===== src/design/hsl_pkg.sv =====
// Shared constants, types and character and method table functions for the HTTP start line parser.
package hsl_pkg;

  localparam int MaxHeader = 8192;
  localparam int PosW = $clog2(MaxHeader + 1);

  typedef enum logic [2:0] {
    ERR_OK        = 3'd0,
    ERR_NOT_HTTP  = 3'd1,
    ERR_INCOMPLETE = 3'd2,
    ERR_MALFORMED = 3'd3,
    ERR_URI_LONG  = 3'd4
  } err_t;

  typedef enum logic [1:0] {
    KIND_NONE     = 2'd0,
    KIND_REQUEST  = 2'd1,
    KIND_RESPONSE = 2'd2
  } kind_t;

  localparam logic [7:0] ChSpace = 8'h20;
  localparam logic [7:0] ChCr    = 8'h0D;
  localparam logic [7:0] ChLf    = 8'h0A;
  localparam logic [7:0] ChTab   = 8'h09;
  localparam logic [7:0] ChVt    = 8'h0B;
  localparam logic [7:0] ChFf    = 8'h0C;
  localparam logic [7:0] ChPlus  = 8'h2B;
  localparam logic [7:0] ChMinus = 8'h2D;

  // Character of "HTTP/" at a given index.
  function automatic logic [7:0] proto_char(input logic [2:0] idx);
    logic [7:0] c;
    case (idx)
      3'd0: c = 8'h48;
      3'd1: c = 8'h54;
      3'd2: c = 8'h54;
      3'd3: c = 8'h50;
      3'd4: c = 8'h2F;
      default: c = 8'h00;
    endcase
    return c;
  endfunction

  // Method text, eight bytes packed from index 0 in the low byte.
  function automatic logic [63:0] verb_text(input logic [3:0] m);
    logic [63:0] t;
    case (m)
      4'd0: t = 64'h0000_0000_0054_4547;     // GET
      4'd1: t = 64'h0000_0000_5453_4F50;     // POST
      4'd2: t = 64'h0000_0000_0054_5550;     // PUT
      4'd3: t = 64'h0000_4554_454C_4544;     // DELETE
      4'd4: t = 64'h0000_0000_4441_4548;     // HEAD
      4'd5: t = 64'h0053_4E4F_4954_504F;     // OPTIONS
      4'd6: t = 64'h0000_0048_4354_4150;     // PATCH
      4'd7: t = 64'h0054_4345_4E4E_4F43;     // CONNECT
      4'd8: t = 64'h0000_0045_4341_5254;     // TRACE
      default: t = '0;
    endcase
    return t;
  endfunction

  function automatic logic [2:0] verb_len(input logic [3:0] m);
    logic [2:0] l;
    case (m)
      4'd0, 4'd2: l = 3'd3;
      4'd1, 4'd4: l = 3'd4;
      4'd3: l = 3'd6;
      4'd5, 4'd7: l = 3'd7;
      4'd6, 4'd8: l = 3'd5;
      default: l = 3'd0;
    endcase
    return l;
  endfunction

  // Everything the verdict stage needs from the scan stage.
  typedef struct packed {
    logic [3:0]      matched_method;
    logic [2:0]      reply_progress;
    logic            end_seen;
    logic [PosW-1:0] end_offset;
    logic [PosW-1:0] line_length;
    logic [PosW-1:0] first_space;
    logic [PosW-1:0] last_space;
    logic [1:0]      space_tally;
    logic [2:0]      version_progress;
    logic [15:0]     status_acc;
    logic            status_negative;
  } scan_t;

  typedef struct packed {
    logic [2:0]  error_code;
    logic [1:0]  message_kind;
    logic [3:0]  method_code;
    logic [15:0] status_code;
    logic [12:0] version_start;
    logic [12:0] version_length;
    logic [12:0] target_length;
    logic [13:0] consumed_bytes;
    logic [12:0] block_start;
    logic [12:0] block_length;
    logic        has_block;
  } verdict_t;

endpackage


===== src/design/hsl_scan.sv =====
// Per-byte scan state: method match, header end search, start line fields, status number.
module hsl_scan (
  input  logic                   clk,
  input  logic                   rst,
  input  logic                   step,
  input  logic                   clear,
  input  logic [7:0]             data_byte,
  output hsl_pkg::scan_t         snap
);
  import hsl_pkg::*;

  logic [PosW-1:0] byte_position;
  logic [23:0]     recent_bytes;
  logic [8:0]      cands;
  scan_t           st;
  logic            line_done;
  logic [1:0]      status_phase;

  logic [PosW-1:0] byte_position_next;
  logic [23:0]     recent_bytes_next;
  logic [8:0]      cands_next;
  scan_t           st_next;
  logic            line_done_next;
  logic [1:0]      status_phase_next;
  logic            white, digit, active;
  logic [3:0]      dval;
  logic [63:0]     vt;
  logic [7:0]      vch;

  always_comb begin
    byte_position_next = byte_position;
    recent_bytes_next  = recent_bytes;
    cands_next         = cands;
    st_next            = st;
    line_done_next     = line_done;
    status_phase_next  = status_phase;
    white  = (data_byte == ChSpace) || (data_byte == ChTab) || (data_byte == ChLf) ||
             (data_byte == ChVt) || (data_byte == ChFf);
    digit  = (data_byte >= 8'h30) && (data_byte <= 8'h39);
    dval   = data_byte[3:0];
    active = (byte_position < PosW'(MaxHeader)) && !st.end_seen;
    vt  = '0;
    vch = '0;
    if (active) begin
      if (byte_position < PosW'(8)) begin
        for (int i = 0; i < 9; i++) begin
          vt  = verb_text(4'(i));
          vch = vt[8*byte_position[2:0] +: 8];
          if (cands[i]) begin
            if (byte_position[2:0] < verb_len(4'(i))) begin
              if (data_byte != vch) cands_next[i] = 1'b0;
            end else begin
              if (byte_position[2:0] == verb_len(4'(i)) && data_byte == ChSpace)
                st_next.matched_method = 4'(i + 1);
              cands_next[i] = 1'b0;
            end
          end
        end
        if (byte_position < PosW'(5) && st.reply_progress == byte_position[2:0] &&
            data_byte == proto_char(byte_position[2:0]))
          st_next.reply_progress = byte_position[2:0] + 3'd1;
      end
      if (!line_done) begin
        if (data_byte == ChCr) begin
          line_done_next     = 1'b1;
          st_next.line_length = byte_position;
        end else begin
          case (status_phase)
            2'd0: if (data_byte == ChSpace) status_phase_next = 2'd1;
            2'd1: begin
              if (white) begin
              end else if (data_byte == ChPlus || data_byte == ChMinus) begin
                st_next.status_negative = (data_byte == ChMinus);
                status_phase_next = 2'd2;
              end else if (digit) begin
                st_next.status_acc = 16'(dval);
                status_phase_next  = 2'd2;
              end else begin
                status_phase_next = 2'd3;
              end
            end
            2'd2: begin
              if (digit) st_next.status_acc = 16'((st.status_acc << 3) +
                                                 (st.status_acc << 1) + 16'(dval));
              else status_phase_next = 2'd3;
            end
            default: ;
          endcase
          if (data_byte == ChSpace) begin
            if (st.space_tally == 2'd0) st_next.first_space = byte_position;
            st_next.last_space = byte_position;
            if (st.space_tally < 2'd2) st_next.space_tally = st.space_tally + 2'd1;
            st_next.version_progress = 3'd0;
          end else if (st.version_progress < 3'd5) begin
            if (data_byte == proto_char(st.version_progress))
              st_next.version_progress = st.version_progress + 3'd1;
            else
              st_next.version_progress = 3'd6;
          end
        end
      end
      if (byte_position >= PosW'(3) && recent_bytes == 24'h0D0A0D && data_byte == ChLf) begin
        st_next.end_seen   = 1'b1;
        st_next.end_offset = byte_position - PosW'(3);
      end
      recent_bytes_next  = {recent_bytes[15:0], data_byte};
      byte_position_next = byte_position + PosW'(1);
    end
  end

  // Snapshot includes the current byte, so the verdict sees the final state.
  assign snap = st_next;

  always_ff @(posedge clk) begin
    if (rst || (step && clear)) begin
      byte_position <= '0;
      recent_bytes  <= '0;
      cands         <= '1;
      st            <= '0;
      line_done     <= 1'b0;
      status_phase  <= 2'd0;
    end else if (step) begin
      byte_position <= byte_position_next;
      recent_bytes  <= recent_bytes_next;
      cands         <= cands_next;
      st            <= st_next;
      line_done     <= line_done_next;
      status_phase  <= status_phase_next;
    end
  end

  a_end_after_line: assert property (@(posedge clk) disable iff (rst)
    st.end_seen |-> line_done) else $error("header end found before start line end");
  a_tally_range: assert property (@(posedge clk) disable iff (rst)
    st.space_tally != 2'd3) else $error("space tally overflow");
  a_reply_range: assert property (@(posedge clk) disable iff (rst)
    st.reply_progress <= 3'd5) else $error("reply prefix overrun");

endmodule


===== src/design/hsl_verdict.sv =====
// Verdict logic: turns the final scan state into the result fields.
module hsl_verdict (
  input  hsl_pkg::scan_t    snap,
  input  logic [12:0]       uri_limit,
  output hsl_pkg::verdict_t v
);
  import hsl_pkg::*;

  logic [PosW-1:0] tlen, blk;

  always_comb begin
    v    = '0;
    tlen = snap.last_space - snap.first_space - PosW'(1);
    blk  = snap.line_length + PosW'(2);
    if (snap.matched_method == 4'd0 && snap.reply_progress < 3'd5) begin
      v.error_code = ERR_NOT_HTTP;
    end else if (!snap.end_seen) begin
      v.error_code = ERR_INCOMPLETE;
    end else begin
      v.consumed_bytes = 14'(snap.end_offset + PosW'(4));
      if (snap.reply_progress == 3'd5) begin
        v.message_kind = KIND_RESPONSE;
        if (snap.space_tally == 2'd0 ||
            (snap.first_space + PosW'(4)) > snap.line_length) begin
          v.error_code = ERR_MALFORMED;
        end else begin
          v.version_start  = 13'd5;
          v.version_length = 13'(snap.first_space - PosW'(5));
          v.status_code    = snap.status_negative ? 16'(-snap.status_acc) : snap.status_acc;
        end
      end else begin
        v.message_kind = KIND_REQUEST;
        v.method_code  = snap.matched_method - 4'd1;
        if (snap.space_tally < 2'd2 || snap.version_progress != 3'd5) begin
          v.error_code = ERR_MALFORMED;
        end else begin
          v.version_start  = 13'(snap.last_space + PosW'(1));
          v.version_length = 13'(snap.line_length - snap.last_space - PosW'(1));
          v.target_length  = 13'(tlen);
          if (tlen > PosW'(uri_limit)) v.error_code = ERR_URI_LONG;
        end
      end
      if (v.error_code == ERR_OK && blk <= snap.end_offset) begin
        v.block_start  = 13'(blk);
        v.block_length = 13'(snap.end_offset - blk);
        v.has_block    = 1'b1;
      end
    end
  end

endmodule


===== src/design/http_start_line_parser.sv =====
// Top level of the HTTP start line parser: handshakes, register, result register.
//
//  channel   | signals                          | direction
//  ----------+----------------------------------+----------
//  input     | in_valid, in_ready, data_byte,   | in
//            | last_byte                        |
//  result    | out_valid, out_ready, error_code | out
//            | ... has_block                    |
//  config    | cfg_we, cfg_data (uri_limit)     | in
//
// One byte is accepted per cycle. The scan state is updated in the cycle the
// transaction is accepted (cleared on the last byte); the verdict is computed
// from the updated state and loaded into the result register, so the result
// shows in the cycle after its last byte. Reset is synchronous and returns the
// scan state to its start values and uri_limit to 2048. Input is stalled
// whenever the result register holds a verdict that has not been taken, even
// for bytes that would not produce a verdict; a result being taken frees the
// register in the same cycle.
module http_start_line_parser (
  input  logic        clk,
  input  logic        rst,
  input  logic        in_valid,
  output logic        in_ready,
  input  logic [7:0]  data_byte,
  input  logic        last_byte,
  output logic        out_valid,
  input  logic        out_ready,
  output logic [2:0]  error_code,
  output logic [1:0]  message_kind,
  output logic [3:0]  method_code,
  output logic [15:0] status_code,
  output logic [12:0] version_start,
  output logic [12:0] version_length,
  output logic [12:0] target_length,
  output logic [13:0] consumed_bytes,
  output logic [12:0] block_start,
  output logic [12:0] block_length,
  output logic        has_block,
  input  logic        cfg_we,
  input  logic [12:0] cfg_data
);
  import hsl_pkg::*;

  logic [12:0] uri_limit;
  scan_t       snap;
  verdict_t    v, res;
  logic        take;

  // Ready stays high unless a pending result is not being taken.
  assign in_ready = !out_valid || out_ready;
  assign take     = in_valid && in_ready;

  hsl_scan u_scan (
    .clk       (clk),
    .rst       (rst),
    .step      (take),
    .clear     (last_byte),
    .data_byte (data_byte),
    .snap      (snap)
  );

  hsl_verdict u_verdict (
    .snap      (snap),
    .uri_limit (uri_limit),
    .v         (v)
  );

  always_ff @(posedge clk) begin
    if (rst) begin
      uri_limit <= 13'd2048;
      out_valid <= 1'b0;
    end else begin
      if (cfg_we) uri_limit <= cfg_data;
      if (take && last_byte) out_valid <= 1'b1;
      else if (out_ready) out_valid <= 1'b0;
    end
  end

  always_ff @(posedge clk) begin
    if (take && last_byte) res <= v;
  end

  assign error_code     = res.error_code;
  assign message_kind   = res.message_kind;
  assign method_code    = res.method_code;
  assign status_code    = res.status_code;
  assign version_start  = res.version_start;
  assign version_length = res.version_length;
  assign target_length  = res.target_length;
  assign consumed_bytes = res.consumed_bytes;
  assign block_start    = res.block_start;
  assign block_length   = res.block_length;
  assign has_block      = res.has_block;

  property p_result_follows;
    @(posedge clk) disable iff (rst) (take && last_byte) |=> out_valid;
  endproperty
  a_result_follows: assert property (p_result_follows) else $error("result lost");

  property p_no_overwrite;
    @(posedge clk) disable iff (rst) (out_valid && !out_ready) |-> !take;
  endproperty
  a_no_overwrite: assert property (p_no_overwrite) else $error("result overwritten");

  property p_kind_ok;
    @(posedge clk) disable iff (rst)
      (out_valid && error_code == ERR_OK) |-> (message_kind != KIND_NONE);
  endproperty
  a_kind_ok: assert property (p_kind_ok) else $error("ok verdict without kind");

endmodule

===== config.mk =====
export PLATFORM = sky130hd
export DESIGN_NAME = http_start_line_parser
export DESIGN_NICKNAME = d
export VERILOG_FILES = /design/src/design/hsl_pkg.sv /design/src/design/hsl_scan.sv /design/src/design/hsl_verdict.sv /design/src/design/http_start_line_parser.sv
export SDC_FILE = /design/constraint.sdc
export NUM_CORES = 1
export LEC_CHECK = 0
export BUFFER_PORTS_ARGS = -buffer_cell sky130_fd_sc_hd__buf_2
export CELL_PAD_IN_SITES_DETAIL_PLACEMENT = 0
export CELL_PAD_IN_SITES_GLOBAL_PLACEMENT = 1
export CORE_UTILIZATION = 37
export CTS_CLUSTER_SIZE = 10
export DETAILED_ROUTE_END_ITERATION = 8
export GPL_ROUTABILITY_DRIVEN = 0
export PLACE_DENSITY_LB_ADDON = 0.1
export SYNTH_ARGS = -nofsm -noshare
export SYNTH_HDL_FRONTEND = slang
export SYNTH_HIERARCHICAL = 1
export SYNTH_SLANG_ARGS = --single-unit

===== constraint.sdc =====
create_clock -name clk -period 7.8 [get_ports clk]
set_input_delay 0.78 -clock clk [delete_from_list [all_inputs] [get_ports clk]]
set_output_delay 0.78 -clock clk [all_outputs]
set_load 0.005 [all_outputs]

==> impl_metrics.toml, run 1 <==
[run_status]
outcome = "finished, final reports clean"

[cts]
clkTransAtPathRegs_ns = 0.05
ctsRootBufferMaster = "clkbuf_16"
worstSkewPairLatency_ns = 0.54
cts_tree = "built"
cts_resized = 0
cts_setup_buffers = 0
htreeDepth = 2
cts_made_buffers = 34
cts_max_path_buffers = 3
hold_buffers = 0
clock-sinks = 255

[global_routing]
grt_pass1_vias = 14000
grt_util_all_layers = 0.216
grt-ovfl-total = 0
antenna_found_initial = 0
grt_pass1_wl_mm = 79.6
grt_max_degree = 91

[setup_path]
cp-start-kind = "input port"
path_cells = "buf_2, nor2_1, nand4_1, nor2_1, buf_4, nand2_2, o21ai_0, inv_1, ha_1, a21o_1, a21oi_1, nand2b_1, a211o_1, a41oi_1, xor2_1, ha_1, nand3_1, nor2_1, o31ai_1, o211ai_1, and3_1, a211o_1, buf_4, nor3_1"
arrival_ns = 6.65
endpoint_kind = "flip-flop"
reg2reg_from = "u_scan/st[78]"
slowest_stage = "o21ai_0"
r2r_cells = 24
critPathBufInv = 4
path_max_fanout = 27
crit_path_frequent_cell = "nor2_1"
crit_path_max_incr_delay_ns = 0.64
crit_cells = 24
reg2reg_slack_ns = 2.03
cpLargestDelayFamily = "simple AND/OR/NAND/NOR gates"
crit_type = "in2reg"
worstReg2RegEnd = "block_length[3]"
cp.required_ns = 8.16

[timing]
worstMarginPinSlew_ns = 1.04
drv_slew = 0
rsz0062_at_grt = "no"
fin_hold_ws_ns = 0.448
post-route-period-util = 0.805
fmax_ghz = 0.159
final_hold_viol_count = 0
setup_viol = 0
tns_ns = 0
min_period_ns = 6.28
slew_headroom = 0.305
finClkSkew_ns = 0.0263
layout_setup_ws_ns = 1.52

[placed_design]
dp_slack_ns = 0.970
portBuffers = 133
dp_hpwl_mm = 37.7
dpl.cell_count = 2664
placed_area_um2 = 18300

[floorplan]
dieHeight_um = 217
start_util = 0.376
fp-row-count = 78
die_area_um2 = 47200
die_x_um = 217
io-pin-count = 134
core_um2 = 45600

[synthesis]
netlist.area_leader.share = 0.184
yosysMostFrequentCell = "nand2_1"
synth_seq_cells = 255
syn_nets = 2171
ys_types = 88
synthCells = 2007
seq_area_frac_synth = 0.359
yosys-top-cells-count = "nand2_1 (259), nor2_1 (209), dfxtp_1 (150), a21oi_1 (132), ha_1 (132)"
synthArstFlopShare = 0
synth_area_leaders = "edfxtp_1 (18%), dfxtp_1 (18%), ha_1 (9.6%)"
ys.flop_type = "dfxtp_1"
synth-edff-count = 105
synth_top_area_cell = "edfxtp_1"
synth_area_um2 = 17100
ys_warn_count = 6
syn_area_per_cell_um2 = 8.54

[hold_path]
min_path_type = "reg2reg"
min_path_cells = 1
min_to = "u_scan/st[63]"
worstHoldStart = "u_scan/st[63]"

[route]
vias = 14400
via_per_inst = 5.27
drt_iter0_markers = 1055
drc = 0
first_pass_iters = 7
antenna_left = 0
routed_wl_mm = 51.1
wl_per_cell_um = 18.8

[finish]
drive_above_1_share = 0.133
diodes = 0
synthToLayoutAreaGrowth_pct = 13.0
layout.cells.non_filler = 2723
utilization = 0.425
fin_nets = 2264
fin_area_um2 = 19400

[power]
power_mw = 3.21
leakage_nw = 7.58
p_per_area_nw_per_um2 = 166
vdd_drop_max_mv = 0.118

[job]
drv_cap = 0
power breakdown:
group	switching (mW)	total (mW)	internal (mW)
sequential	0.0210	1.45	1.43
combinational	0.177	0.273	0.0968
clock	0.586	1.49	0.904
total	0.784	3.21	2.43
area by class of cell:
| cell class | count | area [um^2] |
|---|---|---|
| multi-input cells | 1521 | 10100 |
| flip-flops and latches | 255 | 6160 |
| clock inverters | 7 | 66.3 |
| clock buffers | 52 | 990 |
| repair buffers | 158 | 853 |
| fillers | 4617 | 26200 |
| inverters | 130 | 488 |
| well taps | 600 | 751 |
how the worst max path moves through the flow:
stage,startpoint,to,slack [ns]
final,data_byte[0],block_length[3],1.52
after global routing,data_byte[0],block_length[3],0.91
after CTS,data_byte[0],block_length[3],1.54
after detailed placement,data_byte[0],block_length[3],0.97
after global placement,data_byte[0],block_length[11],1.19
after floorplan,out_ready,block_length[0],1.65
kinds of logic after synthesis:
family | share of synthesized area
xor gates and xnor gates | 0.0741
buffers and inverters | 0.0558
and+or+nand+nor | 0.208
AOI/OAI and AO/OA | 0.147
DFF | 0.359
muxes | 0.0544
adders and majority gates | 0.102
sequential cells by signal, summed over array words and instances (netlist names), 3 cells and up:
register and flops:
block_length 13, block_start 13, consumed_bytes 14, error_code 3, method_code 4, status_code 16
target_length 13, u_scan/byte_position 14, u_scan/cands 9, u_scan/recent_bytes 24, u_scan/st 86, uri_limit 13
version_length 13, version_start 13
cells in the final DEF, fill, tap and decap left out, types with 19 or more instances in the layout:
master	Yosys	final
a21oi_1	132	131
and2_1	22	21
and3_1	19	19
buf_2	17	133
buf_4	2	25
clkbuf_16	0	35
dfxtp_1	150	150
edfxtp_1	105	105
ha_1	132	132
inv_1	129	129
mux2_2	33	33
mux2i_1	50	50
nand2_1	259	259
nand2b_1	19	19
nand3_1	58	58
nand4_1	22	22
nor2_1	209	209
nor2b_1	27	26
nor3_1	41	40
o21ai_0	80	80
xnor2_1	97	97
xor2_1	48	48
routing by layer:
metal,track usage,routed length [um],up-vias
li1,-,-,7200
met3,0.0338,2070,70
met2,0.356,23500,292
met5,0,0,-
met4,0.0627,1310,0
met1,0.290,24200,6800
Note: power is estimated with default switching activity, not from simulation.
==> run 2: changes to the inputs <==
Clock period 7.8 ns to 5.85 ns, I/O delays scaled along.
==> run 2 against run 1 <==
Net effect:
- combinational power is 34% higher
- design area up 0.62%
- register-to-register slack got worse by 1.5 ns
- via count rose by 0.26%
- largest power group is now registers
==> impl_metrics.toml, run 2 (synthesis gave the netlist of run 1 again) <==
[run_status]
outcome = "finished, final reports clean"

[floorplan]
start_util = 0.376
die_x_um = 217
io-pin-count = 134
core_um2 = 45600
dieHeight_um = 217
die_area_um2 = 47200
fp-row-count = 78

[global_routing]
antenna_found_initial = 0
grt_max_degree = 83
grt_pass1_vias = 13900
grt_pass1_wl_mm = 79.7
grt_util_all_layers = 0.215
grt-ovfl-total = 0

[finish]
top_register = "u_scan/st"
layout_commonest_cell = "nand2_1"
register_area_um2 = 6160
diodes = 0
fin_nets = 2295
drive_above_1_share = 0.143
filler_cell_count = 4628
synthToLayoutAreaGrowth_pct = 13.7
multi_input_area_um2 = 10100
largest_register_ffs = 86
final_cell_mix = "nand2_1 (259), nor2_1 (209), dfxtp_1 (150)"

[hold_path]
worstHoldStart = "cfg_data[11]"
min_to = "uri_limit[11]"
min_path_type = "in2reg"
min_path_cells = 2

[setup_path]
crit_type = "reg2reg"
reg2reg_from = "u_scan/st[78]"
arrival_ns = 5.72
endpoint_kind = "flip-flop"
cp-start-kind = "flip-flop"
crit_path_frequent_cell = "a21oi_1"
slowest_stage = "fa_1"
crit_path_max_incr_delay_ns = 0.42
path_cells = "nor3_1, buf_4, nand2_1, nor2_1, nand2_2, o21ai_0, inv_1, ha_1, fa_1, a21o_1, a21oi_1, nand2b_1, a21oi_1, a21o_1, xor2_1, ha_1, a21oi_1, nand2_1, a21oi_1, o211ai_1, and3_1, a211o_1, buf_12, nor3_1"
cp.required_ns = 6.28
reg2reg_slack_ns = 0.56
path_max_fanout = 27
worstReg2RegEnd = "block_length[11]"
r2r_cells = 24

[timing]
min_period_ns = 5.29
fmax_ghz = 0.189
finClkSkew_ns = 0.0291
layout_setup_ws_ns = 0.558
post-route-period-util = 0.905
drv_slew = 0
worstMarginPinSlew_ns = 1.11
slew_headroom = 0.259
rsz0062_at_grt = "no"
tns_ns = 0
final_hold_viol_count = 0
setup_viol = 0

[power]
leakage_nw = 7.69
switching_power_mw = 1.02
p_per_area_nw_per_um2 = 209
comb_power_share = 0.090
seq_power_share = 0.475
clkPwrFrac = 0.435
power.internal_mw = 3.05
swShare = 0.250
vdd_drop_max_mv = 0.156

[cts]
hold_buffers = 0
cts_max_path_buffers = 3
cts_setup_buffers = 0
cts_tree = "built"
ctsRootBufferMaster = "clkbuf_16"
cts_resized = 0
htreeDepth = 1
worstSkewPairLatency_ns = 0.60
clkTransAtPathRegs_ns = 0.06
cts_made_buffers = 31
clock-sinks = 255

[route]
wl_per_cell_um = 18.6
routed_wl_mm = 51.1
via_per_inst = 5.23
drt_iter0_markers = 1016
vias = 14400
drc = 0
first_pass_iters = 5
antenna_left = 0

[job]
drv_cap = 0

[placed_design]
dp_slack_ns = 0.114
portBuffers = 133
dp_hpwl_mm = 38.3
[run 2: changes by cell type in the layout (fill, tap and decap cells not counted), sizes merged]
cell | before | now
bufinv | 1 | 0
buf | 158 | 192
clkinvlp | 2 | 0
[run 2: through the flow]
step           hold slack, ns  std cells  power, mW  area, um^2  utilization
6_report                0.192       2754       4.07       19500        0.428
5_1_grt                 0.169       2754       4.24       19500        0.428
4_1_cts                 0.160       2754       4.13       19500        0.428
3_5_place_dp            0.445       2698       2.34       18600        0.408
3_3_place_gp            0.444       2698       2.33       18600        0.408
2_1_floorplan           0.423       2007       2.20       17200            -
[run 2: area by class of cell]
class	instances	share of cell area
Multi-Input combinational cell	1521	0.516
Tap cell	600	0.0385
Timing Repair Buffer	192	0.0575
Inverter	130	0.0250
Clock inverter	4	0.00122
Sequential cell	255	0.316
Clock buffer	52	0.0454
[run 2: layer usage]
| layer | part of all wire | wire [um] | up-vias | track usage |
|---|---|---|---|---|
| li1 | - | - | 7260 | - |
| met1 | 0.47 | 24200 | 6824 | 0.292 |
| met2 | 0.46 | 23600 | 254 | 0.355 |
| met3 | 0.038 | 1950 | 61 | 0.0273 |
| met5 | 0 | 0 | - | 0 |
| met4 | 0.026 | 1320 | 0 | 0.0592 |
[run 2: worst max-delay path by stage]
stage | endpoint | from | cells past startpoint | slack, ns
detailed placement | block_length[11] | data_byte[6] | 27 | 0.11
finish | block_length[11] | u_scan/st[78] | 24 | 0.56
global route | block_length[2] | u_scan/st[78] | 22 | 0.08
CTS | block_length[11] | u_scan/st[78] | 22 | 0.56
floorplan | block_length[8] | data_byte[1] | 25 | 0.57
global placement | block_length[11] | data_byte[6] | 27 | 0.30
[run 2: power groups by stage]
stage          clock [mW]  combinational [mW]  sequential (mW)
2_1_floorplan           0               0.234             1.97
3_3_place_gp            0               0.364             1.97
3_5_place_dp            0               0.367             1.97
4_1_cts              1.83               0.369             1.93
5_1_grt              1.89               0.407             1.94
6_report             1.77               0.367             1.93
[run 2: worst max-delay path: cells and delay by family (launching register included)]
family	cells	cell delay, ns
AO/OA/AOI/OAI	9	1.69
XOR/XNOR	1	0.19
adder cells (fa/ha/maj)	3	0.96
buffers and inverters	3	0.49
flip-flops	1	0.38
AND/OR/NAND/NOR	8	1.42
==> run 3: changes to the inputs <==
Settings changed: CTS_BUF_LIST from default to sky130_fd_sc_hd__clkbuf_16.
==> run 3 against run 2 <==
Net effect:
- clock skew hardly changed
- register-to-register slack hardly changed
- non-clock buffer count stayed put
- critical path depth is 2 lower
- final cell count stayed put
- clock-buffer cell count is 21 lower
- highest routed layer unchanged
==> impl_metrics.toml, run 3 (synthesis gave the netlist of run 1 again) <==
[setup_path]
arrival_ns = 5.72
cp-start-kind = "flip-flop"
path_max_fanout = 27
cp.required_ns = 6.28
r2r_cells = 22
reg2reg_from = "u_scan/st[78]"
reg2reg_slack_ns = 0.56
crit_type = "reg2reg"
endpoint_kind = "flip-flop"
worstReg2RegEnd = "block_length[11]"

[timing]
worstMarginPinSlew_ns = 1.12
fmax_ghz = 0.189
post-route-period-util = 0.904
drv_slew = 0
rsz0062_at_grt = "no"
finClkSkew_ns = 0.0293
min_period_ns = 5.29
final_hold_viol_count = 0
tns_ns = 0
setup_viol = 0
slew_headroom = 0.252

[global_routing]
antenna_found_initial = 0
grt-ovfl-total = 0
grt_max_degree = 83
grt_pass1_wl_mm = 79.7
grt_util_all_layers = 0.215
grt_pass1_vias = 13900

[floorplan]
core_um2 = 45600
die_area_um2 = 47200
io-pin-count = 134
die_x_um = 217
dieHeight_um = 217
start_util = 0.376
fp-row-count = 78

[route]
drc = 0
via_per_inst = 5.24
wl_per_cell_um = 18.6
drt_iter0_markers = 1005
routed_wl_mm = 51.1
antenna_left = 0
vias = 14400
first_pass_iters = 5

[power]
vdd_drop_max_mv = 0.156
p_per_area_nw_per_um2 = 205
leakage_nw = 7.75
power_mw = 4.00

[cts]
hold_buffers = 0
cts_setup_buffers = 0
cts_max_path_buffers = 3
cts_tree = "built"
htreeDepth = 1
cts_resized = 0
clkTransAtPathRegs_ns = 0.06
clock-sinks = 255
worstSkewPairLatency_ns = 0.60
ctsRootBufferMaster = "clkbuf_16"
cts_made_buffers = 31

[finish]
final_cell_mix = "nand2_1 (259), nor2_1 (209), dfxtp_1 (150)"
filler_cell_count = 4630
layout_commonest_cell = "nand2_1"
synthToLayoutAreaGrowth_pct = 13.5
diodes = 0
top_register = "u_scan/st"
fin_nets = 2295
drive_above_1_share = 0.143
multi_input_area_um2 = 10100
largest_register_ffs = 86
register_area_um2 = 6160

[hold_path]
worstHoldStart = "cfg_data[11]"
min_to = "uri_limit[11]"
min_path_type = "in2reg"
min_path_cells = 2

[placed_design]
dp_hpwl_mm = 38.3
portBuffers = 133

[run_status]
outcome = "finished, final reports clean"

[job]
drv_cap = 0
run 3: cell types whose count changed in the layout (fill, tap and decap cells not counted):
cell / before / now
clkinv_1: 1 / 3
clkbuf_8: 3 / 0
clkbuf_1: 18 / 0
inv_2: 0 / 1
inv_1: 129 / 147
run 3: how the worst max path moves through the flow:
stage | startpoint | to | slack [ns] | cells past startpoint
after floorplan | data_byte[1] | block_length[8] | 0.57 | 25
after global placement | data_byte[6] | block_length[11] | 0.30 | 27
final | u_scan/st[78] | block_length[11] | 0.56 | 22
after detailed placement | data_byte[6] | block_length[11] | 0.11 | 27
after global routing | u_scan/st[78] | block_length[2] | 0.08 | 22
after CTS | u_scan/st[78] | block_length[11] | 0.56 | 22
run 3: per-layer routing:
| metal | up-vias | share of wire | track usage |
|---|---|---|---|
| met2 | 282 | 0.46 | 0.356 |
| met3 | 63 | 0.038 | 0.0287 |
| met1 | 6843 | 0.48 | 0.291 |
| li1 | 7250 | - | - |
| met5 | - | 0 | 0 |
| met4 | 0 | 0.026 | 0.0592 |
run 3: layout make-up:
cell class	instances	share of cell area
Timing Repair Buffer	192	0.0576
Multi-Input combinational cell	1521	0.517
Clock buffer	31	0.0399
Tap cell	600	0.0386
Inverter	130	0.0251
Sequential cell	255	0.316
Clock inverter	25	0.00527
run 3: critical path, cell delays in order, from the launching register on:
cell and delay (ns):
dfxtp_1 0.37, or3_1 0.46, a41oi_1 0.24, nand2_1 0.30
nand2_1 0.14, o21ai_0 0.13, ha_1 0.27, fa_1 0.42
a21o_1 0.18, a21oi_1 0.21, nand2b_1 0.19, a21oi_1 0.09
a21o_1 0.19, xor2_1 0.19, ha_1 0.30, a21oi_1 0.16
nand2_1 0.07, a21oi_1 0.14, o211ai_1 0.09, and3_1 0.26
a211o_1 0.33, buf_12 0.18, nor3_1 0.21
run 3: where the power goes:
part | total, mW | switching [mW] | internal (mW) | leakage, nW
sequential | 1.93 | 0.0293 | 1.90 | 2.14
clock | 1.70 | 0.755 | 0.944 | 0.502
combinational | 0.367 | 0.234 | 0.133 | 5.11
total | 4.00 | 1.02 | 2.98 | 7.75
run 3: through the flow:
stage | util | instances | worst slack (ns) | hold slack [ns] | cell area (um^2)
6_report | 0.427 | 2754 | 0.559 | 0.192 | 19500
5_1_grt | 0.427 | 2754 | 0.0817 | 0.169 | 19500
4_1_cts | 0.427 | 2754 | 0.558 | 0.159 | 19500
3_5_place_dp | 0.408 | 2698 | 0.114 | 0.445 | 18600
3_3_place_gp | 0.408 | 2698 | 0.304 | 0.444 | 18600
2_1_floorplan | - | 2007 | 0.568 | 0.423 | 17200
